===== src/hw/rtl/fpba_pkg.sv =====
`timescale 1ns / 1ps
`default_nettype none
// ----------------------------------------------------------------------------
// fpba_pkg
// Shared constants for the fit-policy block allocator.
// ----------------------------------------------------------------------------
package fpba_pkg;

    // default sizing
    localparam int BLOCKS_DEF    = 16;
    localparam int SIZE_BITS_DEF = 16;

    // fixed field widths
    localparam int IDX_FIELD_W   = 4;
    localparam int AMT_FIELD_W   = 16;
    localparam int POLICY_W      = 2;
    localparam int COUNT_W       = 5;

    // stream payload widths (padded to whole bytes)
    localparam int IN_DATA_W     = 24;
    localparam int OUT_DATA_W    = 24;

    // configuration port
    localparam int CFG_IDX_W     = 1;
    localparam int CFG_DATA_W    = 5;

    localparam logic [CFG_IDX_W-1:0] CFG_POLICY      = 1'd0;
    localparam logic [CFG_IDX_W-1:0] CFG_BLOCK_COUNT = 1'd1;

    // placement rules
    localparam logic [POLICY_W-1:0] POLICY_FIRST = 2'd0;
    localparam logic [POLICY_W-1:0] POLICY_BEST  = 2'd1;
    localparam logic [POLICY_W-1:0] POLICY_WORST = 2'd2;

    // item kinds
    localparam logic MODE_LOAD    = 1'b0;
    localparam logic MODE_REQUEST = 1'b1;

endpackage
`default_nettype wire


===== src/hw/rtl/fit_policy_block_allocator_unit.sv =====
`timescale 1ns / 1ps
`default_nettype none
// ----------------------------------------------------------------------------
// fit_policy_block_allocator_unit
// Block table allocator with first, best and worst fit placement.
// ----------------------------------------------------------------------------
//  channel  | dir | signals                        | content
//  ---------+-----+--------------------------------+---------------------------
//  s_*      | in  | s_tvalid s_tready s_tdata s_tuser | load or allocation request
//  m_*      | out | m_tvalid m_tready m_tdata m_tuser | found, block, size left
//  cfg_*    | in  | cfg_we cfg_index cfg_data      | policy, block_count
//
//  A load goes through the result register to the output register. A request
//  scans the table through the single RAM read port, one entry per cycle, up
//  to limit = min(block_count, BLOCKS); first fit stops at the first hit.
//  s_tready is high only while the sequencer is idle. The result register
//  holds one finished transaction; a stalled m_tready holds the sequencer in
//  its response state. Reset clears control state and the config registers;
//  the block table has no reset and must be loaded before it is searched.
// ----------------------------------------------------------------------------
module fit_policy_block_allocator_unit #(
    parameter int BLOCKS    = fpba_pkg::BLOCKS_DEF,
    parameter int SIZE_BITS = fpba_pkg::SIZE_BITS_DEF
) (
    input  wire logic                            clk,
    input  wire logic                            rst_n,
    // input stream
    input  wire logic                            s_tvalid,
    output logic                                 s_tready,
    input  wire logic [fpba_pkg::IN_DATA_W-1:0]  s_tdata,  // block_index[3:0], amount[19:4]
    input  wire logic                            s_tuser,  // mode
    // result stream
    output logic                                 m_tvalid,
    input  wire logic                            m_tready,
    output logic      [fpba_pkg::OUT_DATA_W-1:0] m_tdata,  // chosen_block[3:0], left_after[19:4]
    output logic                                 m_tuser,  // found
    // configuration
    input  wire logic                            cfg_we,
    input  wire logic [fpba_pkg::CFG_IDX_W-1:0]  cfg_index,
    input  wire logic [fpba_pkg::CFG_DATA_W-1:0] cfg_data
);
    import fpba_pkg::*;

    localparam int IDX_W = (BLOCKS > 1) ? $clog2(BLOCKS) : 1;
    localparam int CNT_W = $clog2(BLOCKS + 1);
    localparam int CMP_W = (SIZE_BITS > AMT_FIELD_W) ? SIZE_BITS : AMT_FIELD_W;

    typedef enum logic [1:0] {
        S_IDLE,
        S_SCAN,
        S_WRITE,
        S_RESP
    } state_t;

    // input unpack
    logic                   in_mode;
    logic [IDX_FIELD_W-1:0] in_idx;
    logic [AMT_FIELD_W-1:0] in_amount;
    logic                   s_fire;

    assign in_mode   = s_tuser;
    assign in_idx    = s_tdata[IDX_FIELD_W-1:0];
    assign in_amount = s_tdata[IDX_FIELD_W +: AMT_FIELD_W];

    // registers
    state_t                 state_reg, state_next;
    logic [POLICY_W-1:0]    policy_reg;
    logic [COUNT_W-1:0]     block_count_reg;
    logic [CNT_W-1:0]       limit_reg, limit_next;
    logic [CNT_W-1:0]       issue_reg, issue_next;
    logic                   cmp_valid_reg, cmp_valid_next;
    logic [IDX_W-1:0]       cmp_idx_reg, cmp_idx_next;
    logic                   have_reg, have_next;
    logic [IDX_W-1:0]       best_idx_reg, best_idx_next;
    logic [SIZE_BITS-1:0]   best_val_reg, best_val_next;
    logic [AMT_FIELD_W-1:0] amount_reg, amount_next;
    logic                   res_found_reg, res_found_next;
    logic [IDX_FIELD_W-1:0] res_idx_reg, res_idx_next;
    logic [AMT_FIELD_W-1:0] res_left_reg, res_left_next;
    logic                   m_tvalid_reg, m_tvalid_next;
    logic                   m_found_reg, m_found_next;
    logic [IDX_FIELD_W-1:0] m_idx_reg, m_idx_next;
    logic [AMT_FIELD_W-1:0] m_left_reg, m_left_next;

    // RAM ports
    logic                 ram_we;
    logic [IDX_W-1:0]     ram_waddr;
    logic [SIZE_BITS-1:0] ram_wdata;
    logic                 ram_re;
    logic [IDX_W-1:0]     ram_raddr;
    logic [SIZE_BITS-1:0] ram_rdata;

    fpba_ram #(
        .WIDTH (SIZE_BITS),
        .DEPTH (BLOCKS),
        .AW    (IDX_W)
    ) u_table (
        .clk   (clk),
        .we    (ram_we),
        .waddr (ram_waddr),
        .wdata (ram_wdata),
        .re    (ram_re),
        .raddr (ram_raddr),
        .rdata (ram_rdata)
    );

    // shared compare / subtract datapath
    logic [CMP_W-1:0]     cand_w;
    logic [CMP_W-1:0]     amt_w;
    logic                 fits;
    logic                 better;
    logic [CMP_W-1:0]     diff_w;
    logic [SIZE_BITS-1:0] load_val;
    logic                 load_ok;
    logic [CNT_W-1:0]     req_limit;
    logic [CMP_W-1:0]     load_w;

    assign cand_w   = CMP_W'(ram_rdata);
    assign amt_w    = CMP_W'(amount_reg);
    assign fits     = (cand_w >= amt_w);
    assign diff_w   = CMP_W'(best_val_reg) - amt_w;
    assign load_val = SIZE_BITS'(in_amount);
    assign load_w   = CMP_W'(load_val);
    assign load_ok  = (32'(in_idx) < 32'(BLOCKS));
    assign req_limit = (32'(block_count_reg) > 32'(BLOCKS)) ? CNT_W'(BLOCKS)
                                                            : CNT_W'(block_count_reg);

    always_comb
    begin
        unique case (policy_reg)
            POLICY_BEST:  better = (ram_rdata < best_val_reg);
            POLICY_WORST: better = (ram_rdata > best_val_reg);
            default:      better = 1'b0;
        endcase
    end

    assign s_tready = (state_reg == S_IDLE);
    assign s_fire   = s_tvalid && s_tready;

    always_comb
    begin
        state_next     = state_reg;
        limit_next     = limit_reg;
        issue_next     = issue_reg;
        cmp_valid_next = 1'b0;
        cmp_idx_next   = cmp_idx_reg;
        have_next      = have_reg;
        best_idx_next  = best_idx_reg;
        best_val_next  = best_val_reg;
        amount_next    = amount_reg;
        res_found_next = res_found_reg;
        res_idx_next   = res_idx_reg;
        res_left_next  = res_left_reg;
        m_tvalid_next  = m_tvalid_reg && !m_tready;
        m_found_next   = m_found_reg;
        m_idx_next     = m_idx_reg;
        m_left_next    = m_left_reg;
        ram_we         = 1'b0;
        ram_waddr      = best_idx_reg;
        ram_wdata      = SIZE_BITS'(diff_w);
        ram_re         = 1'b0;
        ram_raddr      = issue_reg[IDX_W-1:0];

        unique case (state_reg)
            S_IDLE:
            begin
                if (s_fire)
                begin
                    amount_next = in_amount;
                    if (in_mode == MODE_LOAD)
                    begin
                        ram_we    = load_ok;
                        ram_waddr = IDX_W'(in_idx);
                        ram_wdata = load_val;
                        res_found_next = load_ok;
                        res_idx_next   = load_ok ? in_idx : '0;
                        res_left_next  = load_ok ? load_w[AMT_FIELD_W-1:0] : '0;
                        state_next     = S_RESP;
                    end
                    else
                    begin
                        limit_next = req_limit;
                        issue_next = '0;
                        have_next  = 1'b0;
                        state_next = S_SCAN;
                    end
                end
            end

            S_SCAN:
            begin
                // issue one read per cycle, compare the entry read last cycle
                if (issue_reg < limit_reg)
                begin
                    ram_re         = 1'b1;
                    issue_next     = issue_reg + CNT_W'(1);
                    cmp_valid_next = 1'b1;
                    cmp_idx_next   = issue_reg[IDX_W-1:0];
                end
                if (cmp_valid_reg && fits && (!have_reg || better))
                begin
                    have_next     = 1'b1;
                    best_idx_next = cmp_idx_reg;
                    best_val_next = ram_rdata;
                end
                if (cmp_valid_reg && fits && policy_reg != POLICY_BEST
                    && policy_reg != POLICY_WORST)
                begin
                    // first fit: stop at the first hit
                    cmp_valid_next = 1'b0;
                    state_next     = S_WRITE;
                end
                else if (!cmp_valid_reg && !(issue_reg < limit_reg))
                begin
                    if (have_reg)
                    begin
                        state_next = S_WRITE;
                    end
                    else
                    begin
                        res_found_next = 1'b0;
                        res_idx_next   = '0;
                        res_left_next  = '0;
                        state_next     = S_RESP;
                    end
                end
            end

            S_WRITE:
            begin
                ram_we         = 1'b1;
                res_found_next = 1'b1;
                res_idx_next   = IDX_FIELD_W'(best_idx_reg);
                res_left_next  = AMT_FIELD_W'(CMP_W'(SIZE_BITS'(diff_w)));
                state_next     = S_RESP;
            end

            S_RESP:
            begin
                if (!m_tvalid_reg || m_tready)
                begin
                    m_tvalid_next = 1'b1;
                    m_found_next  = res_found_reg;
                    m_idx_next    = res_idx_reg;
                    m_left_next   = res_left_reg;
                    state_next    = S_IDLE;
                end
            end

            default:
            begin
                state_next = S_IDLE;
            end
        endcase
    end

    always_ff @(posedge clk or negedge rst_n)
    begin
        if (!rst_n)
        begin
            state_reg       <= S_IDLE;
            policy_reg      <= POLICY_FIRST;
            block_count_reg <= COUNT_W'(16);
            limit_reg       <= '0;
            issue_reg       <= '0;
            cmp_valid_reg   <= 1'b0;
            have_reg        <= 1'b0;
            m_tvalid_reg    <= 1'b0;
        end
        else
        begin
            state_reg     <= state_next;
            limit_reg     <= limit_next;
            issue_reg     <= issue_next;
            cmp_valid_reg <= cmp_valid_next;
            have_reg      <= have_next;
            m_tvalid_reg  <= m_tvalid_next;
            if (cfg_we)
            begin
                unique case (cfg_index)
                    CFG_POLICY:      policy_reg      <= cfg_data[POLICY_W-1:0];
                    CFG_BLOCK_COUNT: block_count_reg <= cfg_data[COUNT_W-1:0];
                    default:         ;
                endcase
            end
        end
    end

    // payload registers
    always_ff @(posedge clk)
    begin
        cmp_idx_reg   <= cmp_idx_next;
        best_idx_reg  <= best_idx_next;
        best_val_reg  <= best_val_next;
        amount_reg    <= amount_next;
        res_found_reg <= res_found_next;
        res_idx_reg   <= res_idx_next;
        res_left_reg  <= res_left_next;
        m_found_reg   <= m_found_next;
        m_idx_reg     <= m_idx_next;
        m_left_reg    <= m_left_next;
    end

    assign m_tvalid = m_tvalid_reg;
    assign m_tuser  = m_found_reg;
    assign m_tdata  = {(OUT_DATA_W - IDX_FIELD_W - AMT_FIELD_W)'(0), m_left_reg, m_idx_reg};

endmodule
`default_nettype wire


===== src/hw/rtl/fpba_ram.sv =====
`timescale 1ns / 1ps
`default_nettype none
// ----------------------------------------------------------------------------
// fpba_ram
// Simple dual-port RAM: one write port, one read port with registered data.
// ----------------------------------------------------------------------------
module fpba_ram #(
    parameter int WIDTH = 16,
    parameter int DEPTH = 16,
    parameter int AW    = (DEPTH > 1) ? $clog2(DEPTH) : 1
) (
    input  wire logic             clk,
    input  wire logic             we,
    input  wire logic [AW-1:0]    waddr,
    input  wire logic [WIDTH-1:0] wdata,
    input  wire logic             re,
    input  wire logic [AW-1:0]    raddr,
    output logic      [WIDTH-1:0] rdata
);

    logic [WIDTH-1:0] mem [DEPTH];

    always_ff @(posedge clk)
    begin
        if (we)
        begin
            mem[waddr] <= wdata;
        end
        if (re)
        begin
            rdata <= mem[raddr];
        end
    end

endmodule
`default_nettype wire

===== config.mk =====
export PLATFORM = sky130hd
export DESIGN_NAME = fit_policy_block_allocator_unit
export DESIGN_NICKNAME = d
export VERILOG_FILES = /design/src/hw/rtl/fpba_pkg.sv /design/src/hw/rtl/fit_policy_block_allocator_unit.sv /design/src/hw/rtl/fpba_ram.sv
export SDC_FILE = /design/constraint.sdc
export NUM_CORES = 1
export LEC_CHECK = 0
export BUFFER_PORTS_ARGS = -buffer_cell sky130_fd_sc_hd__buf_2
export CAP_MARGIN = 20
export CORE_MARGIN = 2
export CORE_UTILIZATION = 55
export DETAILED_ROUTE_END_ITERATION = 6
export HOLD_SLACK_MARGIN = 0.03
export PLACE_DENSITY = 0.83
export SETUP_SLACK_MARGIN = 0.1
export SYNTH_ARGS = -nofsm -noshare
export SYNTH_HDL_FRONTEND = slang
export SYNTH_HIERARCHICAL = 1
export SYNTH_SLANG_ARGS = --single-unit

===== constraint.sdc =====
create_clock -name clk -period 5.3 [get_ports clk]
set_input_delay 0.265 -clock clk [delete_from_list [all_inputs] [get_ports clk]]
set_output_delay 0.265 -clock clk [all_outputs]
set_load 0.01 [all_outputs]

==> flow_summary.ini <==
[run_status]
status = completed

[timing]
worst-slew-pin-transition_ns = 0.9567
post-route-period-util_pct = 79.11
fin_crit_ns = 4.193
max-slew-margin-rel_pct = 36.22
max_freq_mhz = 238.5
fin_skew_ns = 0.01884
rsz0062_at_grt = no
maxSlewViolCount = 0
finalHoldViolCount = 0
tns_ns = 0
whs_ns = 0.08583
setup_viol = 0

[die]
ios = 63
core_area_mm2 = 0.02855
dieArea_mm2 = 0.03019
initial_core_util_pct = 55.53
fp.dieW_um = 173.8
rows = 62
die_h_um = 173.8

[synth]
synth_compound_area_share_pct = 6.449
synth_flop_cell = edfxtp_1
synth_most_common_cell = edfxtp_1
syn_area_mm2 = 0.01585
synth_top_cell_area_share_pct = 67.06
syn_inst = 933
synth_commonest_cells = 354 x edfxtp_1, 68 x inv_1, 58 x ha_1
synth_cell_types = 56
synthAdderAreaFrac_pct = 4.704
yosysWarnings = 6
synth_top_family_by_area = multiplexers
ys_async_sr_fraction_pct = 5.851
synth_top_area_cell = edfxtp_1
yosys-top-cells-area = edfxtp_1 67%, mux4_2 7.7%, ha_1 4.6%
synth.ff_latch_count = 376
synthMuxAreaShare_pct = 10.08
yosysSeqAreaShare_pct = 70.54
yosys.area_share.xor_xnor_pct = 0.8840
synth_area_per_cell_um2 = 16.99
yosys.area_share.simple_pct = 4.436
synth_edf_count = 354

[detailed_routing]
antenna_left = 0
via_per_inst = 5.942
via_count = 8747
drt_iter0_drc = 854
dr.pass1.iters = 7
wl_per_cell_um = 21.92
drc = 0
wl_mm = 32.27

[clock_tree]
cts_tree = yes
cts_buffers = 38
htree_levels = 2
path_clk_slew_ns = 0.06
clk_latency_ns = 0.54
clock-sinks = 376
clockRootBuffer = clkbuf_16
cts_max_path_buffers = 3

[setup_path]
worstPathCellList = inv_1 -> ha_1 -> and2_1 -> buf_4 -> nand2b_1 -> o21ai_0 -> nand3_1 -> nor3_2 -> buf_4
path_class = flop to flop
critical_path_buf_inv_count = 3
crit_path_max_incr_delay_ns = 0.80
rr_startpoint = state_reg[1]
worstPathRequired_ns = 5.51
cp_common_cell = buf_4
cp_top_family = simple AND/OR/NAND/NOR gates
cp_slowest_cell = o21ai_0
arrival_ns = 4.40
startpoint_type = flop
crit_start = state_reg[1]
crit_path_end_kind = flop
cp_max_fo = 24

[placed_design]
hpwlAfterDp_mm = 20.37
place_inst = 1379
io_buffers = 54
dpl_cell_area_mm2 = 0.01676
place_congestion = 0.8251

[layout]
design_area_mm2 = 0.01822
area_growth_pct = 14.93
diodes = 0
largest_reg_flops = 256
layout-drive-gt1-share_pct = 21.14
top_register = u_table/mem
final_cells = 1472
layout.nets = 1156

[grt]
overflow = 0
first_global_vias = 9128
antenna_found_initial = 0
grt_start_max_net_pins = 70
grt_pass1_wl_mm = 50.29
grt_use_total_pct = 21.91

[pwr]
p_per_area_mw_per_mm2 = 517.0
p_leak_nw = 6.583
power.total_mw = 9.418
ir_drop_mv = 0.2198

[min_path]
min-delay-start = cfg_index
hp-class = primary input to flop

[job]
max_cap_viol_count = 0
-- worst min-delay path, cell delays in order --
cell     delay (ns)
buf_2          0.10
nor2b_1        0.07
o21ai_0        0.14
-- final timing paths --
kind | slack (ns) | to | cells past startpoint
setup / recovery | 1.11 | u_table/mem[12][9] | 9
hold / removal | 0.09 | policy_reg[0] | 3
setup reg to reg | 1.11 | u_table/mem[12][9] | 9
hold reg to reg | 0.42 | m_left_reg[6] | 0
max in group asynchronous | 4.66 | issue_reg[0] | 2
min in group asynchronous | 0.26 | state_reg[1] | 2
-- stage by stage --
stage / utilization (%) / worst slack, ns
final: 63.81 / 1.107
after global routing: 63.81 / 0.9599
after CTS: 63.68 / 1.212
after detailed placement: 58.70 / 1.355
after global placement: 58.67 / 1.648
after floorplan: - / 1.341
-- power breakdown --
part | internal (mW) | total, mW | switching (mW)
combinational | 0.997 | 2.50 | 1.51
sequential | 4.09 | 4.32 | 0.225
clock | 1.51 | 2.60 | 1.08
-- kinds of logic after synthesis --
group,Yosys count
DFF,376
AOI/OAI and AO/OA,154
and+or+nand+nor,148
buffers and inverters,104
muxes,75
adders and majority gates,59
xor gates and xnor gates,16
other,1
-- area by class of cell --
cell class	instances	area, µm²
Tap cell	384	480.5
Fill cell	1906	10330
Clock inverter	23	229.0
Sequential cell	376	11190
Timing Repair Buffer	121	835.8
Inverter	68	255.2
Clock buffer	44	973.4
Multi-Input combinational cell	456	4257
-- placed cells by master, fill, tap and decap left out, types with 3 or more instances in the layout --
cell,n
o21ai_0,39
clkinv_1,10
mux4_1,10
nor2b_1,12
nand2b_1,17
mux4_2,54
conb_1,4
bufinv_16,4
nand3_1,13
mux2_2,7
o21a_1,3
inv_1,68
o21ai_1,3
o22ai_1,11
o211ai_1,3
clkinvlp_4,3
buf_2,54
dfrtp_1,19
buf_4,44
clkbuf_1,6
clkbuf_16,38
mux2i_1,4
xor2_1,3
a21oi_1,23
a22oi_1,33
dlygate4sd3_1,22
nand4_1,4
nor2_1,28
xnor2_1,13
nor3_2,4
ha_1,58
edfxtp_1,354
clkinv_2,3
and2_1,4
a21o_1,15
nand2_1,56
-- timing repair --
item,in CTS,in global routing
endpoints found under the hold margin,44,0
hold buffers,22,0
gates resized for setup,0,0
setup buffers,0,0
-- layer usage --
layer / routed length (µm) / track usage, % / up-vias
met5: 0 / 0 / -
met4: 1092 / 9.069 / 0
met3: 2129 / 3.860 / 76
met2: 16270 / 37.45 / 364
met1: 12780 / 27.96 / 4408
li1: - / - / 3899
No activity file was read; power rests on OpenSTA's default activity.
